===== src/rtl/core/lgda_pkg.sv =====
// shared types, codes and helpers for the lamport direction gate arbiter
// no dependencies
package lgda_pkg;

  localparam int NODES_DEF = 16;
  localparam int CFG_IDX_W = 2;
  localparam int CFG_DATA_W = 5;

  localparam logic [2:0] OP_START = 3'd0;
  localparam logic [2:0] OP_REQUEST = 3'd1;
  localparam logic [2:0] OP_ACK = 3'd2;
  localparam logic [2:0] OP_RELEASE = 3'd3;
  localparam logic [2:0] OP_ENTER = 3'd4;
  localparam logic [2:0] OP_LEAVE = 3'd5;

  localparam logic [2:0] KIND_NONE = 3'd0;
  localparam logic [2:0] KIND_REQUEST = 3'd1;
  localparam logic [2:0] KIND_ACK = 3'd2;
  localparam logic [2:0] KIND_ENTER = 3'd3;
  localparam logic [2:0] KIND_RELEASE = 3'd4;

  localparam logic [1:0] DIR_NONE = 2'd0;

  localparam logic [CFG_IDX_W-1:0] REG_NODE_RANK = 2'd0;
  localparam logic [CFG_IDX_W-1:0] REG_NODE_COUNT = 2'd1;
  localparam logic [CFG_IDX_W-1:0] REG_OWN_DIRECTION = 2'd2;
  localparam logic [CFG_IDX_W-1:0] REG_GATE_CAPACITY = 2'd3;

  localparam logic [4:0] ACK_MAX = 5'd31;

  typedef struct packed {
    logic [2:0]  operation;
    logic [31:0] msg_timestamp;
    logic [3:0]  msg_rank;
    logic [1:0]  msg_direction;
  } item_t;

  typedef struct packed {
    logic [2:0]  send_kind;
    logic [31:0] send_timestamp;
    logic [3:0]  send_dest;
    logic [1:0]  gate_direction;
    logic        granted;
    logic        last_result;
  } res_t;

  typedef struct packed {
    logic [31:0] ts;
    logic [3:0]  rank;
    logic [1:0]  dir;
  } entry_t;

  // command broadcast to every queue cell
  typedef struct packed {
    logic       ins;
    logic       rem;
    entry_t     ent;
    logic [3:0] key;
  } qcmd_t;

  // saturating lamport tick
  function automatic logic [31:0] tick(input logic [31:0] v);
    tick = (v == 32'hFFFF_FFFF) ? v : v + 32'd1;
  endfunction

endpackage


===== src/rtl/core/lamport_direction_gate_arbiter_top.sv =====
// One node of a Lamport-clock mutual exclusion group with a two-direction gate.
// Words are taken one at a time: in_stall is low only while the node is idle.
// A start or an ignored word goes from exec straight to loading its first result word;
// a leave that ends the node and the peer messages first pass the scan, which walks the
// queue cell chain and the inside flags one position per cycle, and the decide state.
// Each word then yields one or two result words, paced by out_stall.
// depends on lgda_pkg and lgda_queue
module lamport_direction_gate_arbiter_top #(
  parameter int NODES = lgda_pkg::NODES_DEF
) (
  input  logic                              clk,
  input  logic                              rst,
  input  logic                              in_valid,
  output logic                              in_stall,
  input  lgda_pkg::item_t                   in_data,
  output logic                              out_valid,
  input  logic                              out_stall,
  output lgda_pkg::res_t                    out_data,
  input  logic                              cfg_wr_en,
  input  logic [lgda_pkg::CFG_IDX_W-1:0]    cfg_index,
  input  logic [lgda_pkg::CFG_DATA_W-1:0]   cfg_data
);

  localparam int IDX_W = (NODES > 1) ? $clog2(NODES) : 1;
  localparam int CNT_W = $clog2(NODES + 1);
  localparam int CMP_W = (CNT_W > 5) ? CNT_W : 5;

  typedef enum logic [2:0] {
    S_IDLE, S_EXEC, S_TICK2, S_SCAN, S_DECIDE, S_LOAD, S_EMIT
  } state_t;

  state_t            state;
  lgda_pkg::item_t   it;
  logic [3:0]        node_rank;
  logic [4:0]        node_count;
  logic [1:0]        own_dir;
  logic [4:0]        gate_cap;
  logic [31:0]       clock_value;
  logic [NODES-1:0]  flags;
  logic [4:0]        ack_total;
  logic [1:0]        cur_dir;
  logic              inside_self;
  logic              finished;
  logic [IDX_W-1:0]  scan_idx;
  logic [CNT_W-1:0]  total;
  logic [CNT_W-1:0]  seen_a;
  logic [CNT_W-1:0]  seen_b;
  logic              done_a;
  logic              done_b;
  logic              front_a;
  logic              front_b;
  logic              first_v;
  logic [2:0]        first_kind;
  logic [31:0]       first_ts;
  logic [3:0]        first_dest;
  logic              grant_v;
  logic              more;

  lgda_pkg::qcmd_t   cmd;
  lgda_pkg::entry_t  ents [NODES];
  logic [CNT_W-1:0]  q_count;
  logic              q_hit;

  logic [31:0]       msg_max;
  logic              start_ok;
  lgda_pkg::entry_t  scan_ent;
  logic              scan_occ;
  logic [1:0]        head_dir;
  logic              revisit;
  logic [1:0]        dir_new;
  logic              front;
  logic [4:0]        need;
  logic              grant;
  lgda_pkg::res_t    enter_res;
  lgda_pkg::res_t    none_res;

  lgda_queue #(.NODES(NODES), .CNT_W(CNT_W)) u_queue (
    .clk     (clk),
    .rst     (rst),
    .cmd     (cmd),
    .ents    (ents),
    .count   (q_count),
    .any_hit (q_hit)
  );

  assign in_stall = (state != S_IDLE);
  assign msg_max = (it.msg_timestamp > clock_value) ? it.msg_timestamp : clock_value;
  assign start_ok = !inside_self && !q_hit;
  assign scan_ent = ents[scan_idx];
  assign scan_occ = CNT_W'(scan_idx) < q_count;
  assign head_dir = ents[0].dir;

  always_comb begin
    cmd = '0;
    if ((it.operation == lgda_pkg::OP_START) || (it.operation == lgda_pkg::OP_LEAVE)) begin
      cmd.key = node_rank;
    end else begin
      cmd.key = it.msg_rank;
    end
    if (it.operation == lgda_pkg::OP_START) begin
      cmd.ent.ts = lgda_pkg::tick(clock_value);
      cmd.ent.rank = node_rank;
      cmd.ent.dir = own_dir;
    end else begin
      cmd.ent.ts = it.msg_timestamp;
      cmd.ent.rank = it.msg_rank;
      cmd.ent.dir = it.msg_direction;
    end
    if ((state == S_EXEC) && !finished) begin
      cmd.ins = (((it.operation == lgda_pkg::OP_START) && start_ok) ||
                 (it.operation == lgda_pkg::OP_REQUEST)) && (q_count < CNT_W'(NODES));
      cmd.rem = (it.operation == lgda_pkg::OP_RELEASE) ||
                ((it.operation == lgda_pkg::OP_LEAVE) && inside_self);
    end
  end

  // direction update and grant check after the scan
  always_comb begin
    revisit = (it.operation != lgda_pkg::OP_ENTER);
    if (!revisit) begin
      dir_new = cur_dir;
    end else if (q_count == '0) begin
      dir_new = lgda_pkg::DIR_NONE;
    end else if ((cur_dir == lgda_pkg::DIR_NONE) ||
                 ((head_dir != cur_dir) && (total == '0))) begin
      dir_new = head_dir;
    end else begin
      dir_new = cur_dir;
    end
    front = (dir_new == cur_dir) ? front_a : front_b;
    need = (node_count == 5'd0) ? 5'd0 : node_count - 5'd1;
    grant = (it.operation != lgda_pkg::OP_LEAVE) && !inside_self &&
            (dir_new != lgda_pkg::DIR_NONE) && (own_dir == dir_new) && front &&
            (CMP_W'(total) < CMP_W'(gate_cap)) && (ack_total >= need);
  end

  always_comb begin
    enter_res = '0;
    enter_res.send_kind = lgda_pkg::KIND_ENTER;
    enter_res.send_timestamp = clock_value;
    enter_res.gate_direction = cur_dir;
    enter_res.granted = 1'b1;
    enter_res.last_result = 1'b1;
  end

  always_comb begin
    none_res = '0;
    none_res.send_kind = lgda_pkg::KIND_NONE;
    none_res.gate_direction = cur_dir;
    none_res.last_result = 1'b1;
  end

  always_ff @(posedge clk) begin
    if (rst) begin
      state <= S_IDLE;
      node_rank <= 4'd0;
      node_count <= 5'd2;
      own_dir <= 2'd1;
      gate_cap <= 5'd1;
      clock_value <= '0;
      flags <= '0;
      ack_total <= '0;
      cur_dir <= lgda_pkg::DIR_NONE;
      inside_self <= 1'b0;
      finished <= 1'b0;
      out_valid <= 1'b0;
      more <= 1'b0;
      first_v <= 1'b0;
      grant_v <= 1'b0;
    end else begin
      if (cfg_wr_en) begin
        case (cfg_index)
          lgda_pkg::REG_NODE_RANK:     node_rank <= cfg_data[3:0];
          lgda_pkg::REG_NODE_COUNT:    node_count <= cfg_data;
          lgda_pkg::REG_OWN_DIRECTION: own_dir <= cfg_data[1:0];
          lgda_pkg::REG_GATE_CAPACITY: gate_cap <= cfg_data;
          default: ;
        endcase
      end
      case (state)
        S_IDLE: begin
          if (in_valid) begin
            it <= in_data;
            first_v <= 1'b0;
            grant_v <= 1'b0;
            scan_idx <= '0;
            total <= '0;
            seen_a <= '0;
            seen_b <= '0;
            done_a <= 1'b0;
            done_b <= 1'b0;
            front_a <= 1'b0;
            front_b <= 1'b0;
            state <= S_EXEC;
          end
        end
        S_EXEC: begin
          state <= S_LOAD;
          if (!finished) begin
            case (it.operation)
              lgda_pkg::OP_START: begin
                if (start_ok) begin
                  clock_value <= lgda_pkg::tick(clock_value);
                  first_v <= 1'b1;
                  first_kind <= lgda_pkg::KIND_REQUEST;
                  first_ts <= lgda_pkg::tick(clock_value);
                  first_dest <= 4'd0;
                end
              end
              lgda_pkg::OP_REQUEST: begin
                clock_value <= lgda_pkg::tick(msg_max);
                state <= S_TICK2;
              end
              lgda_pkg::OP_ACK: begin
                clock_value <= lgda_pkg::tick(msg_max);
                if (ack_total < lgda_pkg::ACK_MAX) begin
                  ack_total <= ack_total + 5'd1;
                end
                state <= S_SCAN;
              end
              lgda_pkg::OP_RELEASE: begin
                clock_value <= lgda_pkg::tick(msg_max);
                for (int i = 0; i < NODES; i++) begin
                  if (32'(it.msg_rank) == i) begin
                    flags[i] <= 1'b0;
                  end
                end
                state <= S_SCAN;
              end
              lgda_pkg::OP_ENTER: begin
                clock_value <= lgda_pkg::tick(msg_max);
                for (int i = 0; i < NODES; i++) begin
                  if (32'(it.msg_rank) == i) begin
                    flags[i] <= 1'b1;
                  end
                end
                state <= S_SCAN;
              end
              lgda_pkg::OP_LEAVE: begin
                if (inside_self) begin
                  inside_self <= 1'b0;
                  for (int i = 0; i < NODES; i++) begin
                    if (32'(node_rank) == i) begin
                      flags[i] <= 1'b0;
                    end
                  end
                  clock_value <= lgda_pkg::tick(clock_value);
                  first_v <= 1'b1;
                  first_kind <= lgda_pkg::KIND_RELEASE;
                  first_ts <= lgda_pkg::tick(clock_value);
                  first_dest <= 4'd0;
                  finished <= 1'b1;
                  state <= S_SCAN;
                end
              end
              default: ;
            endcase
          end
        end
        S_TICK2: begin
          // ack carries the clock after a second tick
          clock_value <= lgda_pkg::tick(clock_value);
          first_v <= 1'b1;
          first_kind <= lgda_pkg::KIND_ACK;
          first_ts <= lgda_pkg::tick(clock_value);
          first_dest <= it.msg_rank;
          state <= S_SCAN;
        end
        S_SCAN: begin
          if (flags[scan_idx] && (32'(scan_idx) < 32'(node_count))) begin
            total <= total + CNT_W'(1);
          end
          // candidate a: current direction, candidate b: direction of the head
          if (scan_occ && (scan_ent.dir == cur_dir) && !done_a) begin
            if (scan_ent.rank == node_rank) begin
              done_a <= 1'b1;
              front_a <= CMP_W'(seen_a) < CMP_W'(gate_cap);
            end else begin
              seen_a <= seen_a + CNT_W'(1);
            end
          end
          if (scan_occ && (scan_ent.dir == head_dir) && !done_b) begin
            if (scan_ent.rank == node_rank) begin
              done_b <= 1'b1;
              front_b <= CMP_W'(seen_b) < CMP_W'(gate_cap);
            end else begin
              seen_b <= seen_b + CNT_W'(1);
            end
          end
          if (scan_idx == IDX_W'(NODES - 1)) begin
            state <= S_DECIDE;
          end else begin
            scan_idx <= scan_idx + IDX_W'(1);
          end
        end
        S_DECIDE: begin
          cur_dir <= dir_new;
          if (grant) begin
            for (int i = 0; i < NODES; i++) begin
              if (32'(node_rank) == i) begin
                flags[i] <= 1'b1;
              end
            end
            inside_self <= 1'b1;
            clock_value <= lgda_pkg::tick(clock_value);
            grant_v <= 1'b1;
          end
          state <= S_LOAD;
        end
        S_LOAD: begin
          out_valid <= 1'b1;
          if (first_v) begin
            out_data.send_kind <= first_kind;
            out_data.send_timestamp <= first_ts;
            out_data.send_dest <= first_dest;
            out_data.gate_direction <= cur_dir;
            out_data.granted <= 1'b0;
            out_data.last_result <= !grant_v;
            more <= grant_v;
          end else if (grant_v) begin
            out_data <= enter_res;
            more <= 1'b0;
          end else begin
            out_data <= none_res;
            more <= 1'b0;
          end
          state <= S_EMIT;
        end
        S_EMIT: begin
          if (!out_stall) begin
            if (more) begin
              out_data <= enter_res;
              more <= 1'b0;
            end else begin
              out_valid <= 1'b0;
              state <= S_IDLE;
            end
          end
        end
        default: state <= S_IDLE;
      endcase
    end
  end

endmodule


===== src/rtl/core/lgda_cell.sv =====
// one cell of the sorted request queue: holds one entry, shifts to/from neighbors
// depends on lgda_pkg
module lgda_cell #(
  parameter int IDX = 0,
  parameter int CNT_W = 5
) (
  input  logic               clk,
  input  lgda_pkg::qcmd_t    cmd,
  input  logic [CNT_W-1:0]   count,
  input  lgda_pkg::entry_t   prev_ent,
  input  logic               prev_gt,
  input  lgda_pkg::entry_t   next_ent,
  input  logic               hit_in,
  output lgda_pkg::entry_t   ent,
  output logic               gt,
  output logic               hit_out
);

  logic occ;
  logic hit;
  logic at_tail;

  assign occ = CNT_W'(IDX) < count;
  assign at_tail = CNT_W'(IDX) == count;
  assign gt = occ && ((ent.ts > cmd.ent.ts) ||
                      ((ent.ts == cmd.ent.ts) && (ent.rank > cmd.ent.rank)));
  assign hit = occ && (ent.rank == cmd.key);
  assign hit_out = hit_in | hit;

  always_ff @(posedge clk) begin
    if (cmd.ins) begin
      if (prev_gt) begin
        ent <= prev_ent;
      end else if (gt || at_tail) begin
        ent <= cmd.ent;
      end
    end else if (cmd.rem && (hit_in || hit)) begin
      // close the gap left by the first matching entry
      ent <= next_ent;
    end
  end

endmodule


===== src/rtl/core/lgda_queue.sv =====
// request queue as a chain of cells sorted by timestamp then rank, plus fill count
// depends on lgda_pkg and lgda_cell
module lgda_queue #(
  parameter int NODES = lgda_pkg::NODES_DEF,
  parameter int CNT_W = $clog2(NODES + 1)
) (
  input  logic               clk,
  input  logic               rst,
  input  lgda_pkg::qcmd_t    cmd,
  output lgda_pkg::entry_t   ents [NODES],
  output logic [CNT_W-1:0]   count,
  output logic               any_hit
);

  logic             gts  [NODES];
  logic             hits [NODES+1];
  lgda_pkg::entry_t zero_ent;

  assign zero_ent = '0;
  assign hits[0] = 1'b0;
  assign any_hit = hits[NODES];

  for (genvar i = 0; i < NODES; i++) begin : g_cell
    lgda_pkg::entry_t prev_e;
    lgda_pkg::entry_t next_e;
    logic             prev_g;
    if (i == 0) begin : g_first
      assign prev_e = zero_ent;
      assign prev_g = 1'b0;
    end else begin : g_mid
      assign prev_e = ents[i-1];
      assign prev_g = gts[i-1];
    end
    if (i == NODES - 1) begin : g_last
      assign next_e = ents[i];
    end else begin : g_inner
      assign next_e = ents[i+1];
    end
    lgda_cell #(.IDX(i), .CNT_W(CNT_W)) u_cell (
      .clk      (clk),
      .cmd      (cmd),
      .count    (count),
      .prev_ent (prev_e),
      .prev_gt  (prev_g),
      .next_ent (next_e),
      .hit_in   (hits[i]),
      .ent      (ents[i]),
      .gt       (gts[i]),
      .hit_out  (hits[i+1])
    );
  end

  always_ff @(posedge clk) begin
    if (rst) begin
      count <= '0;
    end else if (cmd.ins && (count < CNT_W'(NODES))) begin
      count <= count + CNT_W'(1);
    end else if (cmd.rem && any_hit) begin
      count <= count - CNT_W'(1);
    end
  end

endmodule


===== config.mk =====
export PLATFORM = sky130hd
export DESIGN_NAME = lamport_direction_gate_arbiter_top
export DESIGN_NICKNAME = d
export VERILOG_FILES = /design/src/rtl/core/lgda_pkg.sv /design/src/rtl/core/lamport_direction_gate_arbiter_top.sv /design/src/rtl/core/lgda_cell.sv /design/src/rtl/core/lgda_queue.sv
export SDC_FILE = /design/constraint.sdc
export NUM_CORES = 2
export LEC_CHECK = 0
export BUFFER_PORTS_ARGS = -buffer_cell sky130_fd_sc_hd__buf_2
export CAP_MARGIN = 40
export CORE_MARGIN = 2
export CORE_UTILIZATION = 49
export DETAILED_ROUTE_END_ITERATION = 7
export SYNTH_ARGS = -nofsm -noshare
export SYNTH_HDL_FRONTEND = slang
export SYNTH_HIERARCHICAL = 1
export SYNTH_SLANG_ARGS = --single-unit

===== constraint.sdc =====
create_clock -name clk -period 11.55 [get_ports clk]
set_clock_uncertainty 0.2 [all_clocks]
set_input_delay 1.7325 -clock clk [delete_from_list [all_inputs] [get_ports clk]]
set_output_delay 1.7325 -clock clk [all_outputs]
set_load 0.01 [all_outputs]

==> flow_metrics.tcl <==
set metrics [dict create \
    worst_ep_arrival_time_ps 9010 \
    cp_slowest_cell "o41a_2" \
    ctsResizeCount 0 \
    syn_area_sq_mm 0.0622 \
    synthAdderAreaFrac 0.130 \
    tightestPinTransition_ps 962 \
    grt_usage 0.278 \
    power_frac_seq 0.352 \
    avgViaCountPerCell 5.98 \
    synth_compound_area_frac 0.138 \
    synthSimpleGateAreaFrac 0.132 \
    syn_to_final_growth_pct 9.87 \
    ys_seq_elements 839 \
    dieArea_sq_mm 0.130 \
    synth.distinct_cells 110 \
    pwr_density_cell_mw_per_mm2 180 \
    drc 0 \
    clkPwrFrac 0.274 \
    port_buffers 97 \
    holdBufCountCts 0 \
    synth_mux_area_frac 0.121 \
    synth_edf_count 754 \
    dr.pass1.iters 8 \
    wl_mm 184 \
    finalNonFillerCells 8315 \
    clockBufferDepth 3 \
    period_minus_slack_ps 8780 \
    drive_above_1_share 0.0854 \
    dpl.hpwl_mm 134 \
    numCtsBuffers 101 \
    switching_share 0.383 \
    crit_path_max_fanout 170 \
    clockRootBuffer "clkbuf_16" \
    critPathCaptureType "flop" \
    synth_top_family_by_area "compound AO/OA/AOI/OAI gates" \
    core-area_sq_mm 0.126 \
    via_count 49710 \
    grt_max_degree 199 \
    synth_xor_area_frac 0.0239 \
    yosysWarningCount 6 \
    die_h_um 360 \
    wire_per_inst_um 22.2 \
    cp.required_ps 11790 \
    layout_commonest_cell "a21oi_1" \
    critPathMaxStageDelay_ps 740 \
    crit_type "reg -> reg" \
    p_int_mw 7.58 \
    cts_tree "yes" \
    grt_pass1_vias 48450 \
    insertion_delay_ps 730 \
    clk_pin_slew_ps 60 \
    netlist_instances 6539 \
    outcome "finished, final reports clean" \
    p_sw_mw 4.70 \
    finalMaxSlewViolations 0 \
    drv_cap 0 \
    h-tree-depth 3 \
    cts_setup_buffers 0 \
    p_leak_nw 26.9 \
    comb_power_share 0.374 \
    gr-total-overflow 0 \
    min_period_over_period 0.760 \
    core.rowCount 130 \
    max_slew_margin 0.353 \
    fmax_mhz 114 \
    async_reset_ff_frac 0 \
    dp_cells 8124 \
    worstSetupStartpointType "flop" \
    fin_setup_tns_ps 0 \
    irDropWorstVdd_mv 0.154 \
    ys_seq_area_frac 0.391 \
    grt_setup_unrepaired "false" \
    avgSynthCellArea_sq_um 9.51 \
    dieWidth_um 360 \
    start_util 0.495 \
    final_cell_mix "a21oi_1, nor2_1, edfxtp_1" \
    gp_congestion 0.902 \
    final_nets 7276 \
    drt-initial-drc-count 4146 \
    clock_sinks 839 \
    grt_pass1_wl_mm 285 \
    yosys_most_used_dff "edfxtp_1" \
    hp-class "reg -> reg" \
    cp_common_cell "a41o_1" \
    grt_antenna_before_repair 0 \
    antennaDiodeCount 0 \
    hold_viol 0 \
    ioPinCount 98 \
    antenna_left 0 \
    setup_violations 0 \
]
[critical path: cells and delay by family (launching register included)]
kind	cells	cell delay [ps]
xor+xnor	1	230
simple gates	5	1220
mux	1	580
compound gates	18	4610
flops	1	570
buf+inv	3	950
[worst paths after layout]
kind	start	end	slack, ps	depth (start not counted)
setup / recovery	it[38]$_DFFE_PP_	u_queue/g_cell[14].u_cell/ent[24]$_DFFE_PP_	2770	28
hold / removal	flags[11]$_SDFFE_PP0P_	flags[11]$_SDFFE_PP0P_	260	2
setup reg to reg	it[38]$_DFFE_PP_	u_queue/g_cell[14].u_cell/ent[24]$_DFFE_PP_	2770	28
hold reg to reg	flags[11]$_SDFFE_PP0P_	flags[11]$_SDFFE_PP0P_	260	2
[sequential cells by signal, indices dropped and copies added (netlist names), 3 cells and up]
name / count
first_dest: 4
scan_idx: 4
node_rank: 4
node_count: 5
clock_value: 32
out_data: 43
it: 41
first_kind: 3
first_ts: 32
u_queue/g_cell.u_cell/ent: 608
gate_cap: 5
seen_b: 5
state: 3
ack_total: 5
total: 5
seen_a: 5
flags: 16
u_queue/count: 5
[power groups by stage]
stage / combinational, mW / sequential (mW) / clock, mW
2_1_floorplan: 3.40 / 4.15 / 0
3_3_place_gp: 4.35 / 4.38 / 0
3_5_place_dp: 4.53 / 4.37 / 0
4_1_cts: 4.55 / 4.31 / 3.42
5_1_grt: 5.10 / 4.36 / 3.53
6_report: 4.60 / 4.32 / 3.36
[kinds of logic after synthesis]
| family | count (synthesis) |
|---|---|
| simple gates | 1720 |
| compound gates | 1448 |
| buf+inv | 1009 |
| flops | 839 |
| mux | 706 |
| fa+ha+maj | 646 |
| xor+xnor | 170 |
| other cells | 1 |
[cell usage after synthesis, types with 17 or more instances]
| cell type | n | share of area |
|---|---|---|
| ha_1 | 645 | 0.13 |
| nor2_1 | 791 | 0.048 |
| mux4_2 | 35 | 0.013 |
| inv_1 | 675 | 0.041 |
| nand3_1 | 94 | 0.0076 |
| a21o_1 | 44 | 0.0053 |
| buf_2 | 57 | 0.0046 |
| nand4_1 | 122 | 0.012 |
| nor2b_1 | 39 | 0.0039 |
| clkbuf_1 | 235 | 0.014 |
| mux2i_1 | 660 | 0.11 |
| a22o_1 | 41 | 0.0058 |
| nand2b_1 | 38 | 0.0038 |
| a21oi_1 | 908 | 0.073 |
| o211ai_1 | 43 | 0.0052 |
| xor2_1 | 51 | 0.0072 |
| o21ai_0 | 155 | 0.012 |
| and3_1 | 37 | 0.0037 |
| a31oi_1 | 17 | 0.0017 |
| nor4_1 | 42 | 0.0042 |
| nor3_1 | 76 | 0.0061 |
| dfxtp_1 | 85 | 0.027 |
| edfxtp_1 | 754 | 0.36 |
| o31a_1 | 18 | 0.0025 |
| and4_1 | 30 | 0.0042 |
| nand2_1 | 331 | 0.020 |
| a211oi_1 | 46 | 0.0056 |
| xnor2_1 | 119 | 0.017 |
| buf_1 | 25 | 0.0015 |
[area by class of cell]
cell class | count | area (sq um)
clock buffers | 127 | 2780
flip-flops and latches | 839 | 24300
inverters | 678 | 2540
well taps | 1650 | 2060
multi-input cells | 4732 | 34300
repair buffers | 225 | 1660
clock inverters | 64 | 664
fillers | 11389 | 57400
[routing by layer]
layer | vias up | GRT usage | part of all wire | wire length [um]
li1 | 23712 | - | - | -
met1 | 24332 | 0.383 | 0.45 | 82700
met2 | 1436 | 0.460 | 0.47 | 86900
met3 | 230 | 0.0323 | 0.057 | 10400
met4 | 0 | 0.0778 | 0.023 | 4200
met5 | - | 0 | 0 | 0
[per-stage QoR]
stage / area [sq um] / setup slack, ps / util / hold WS (ps) / power, mW
after floorplan: 62300 / 1830 / - / 206 / 7.55
after global placement: 64600 / 2910 / 0.514 / 245 / 8.72
after detailed placement: 64900 / 2950 / 0.516 / 252 / 8.90
after CTS: 68300 / 2910 / 0.543 / 262 / 12.3
after global routing: 68300 / 2480 / 0.543 / 277 / 13.0
final: 68300 / 2770 / 0.543 / 256 / 12.3
Note: power is estimated with default switching activity, not from simulation.
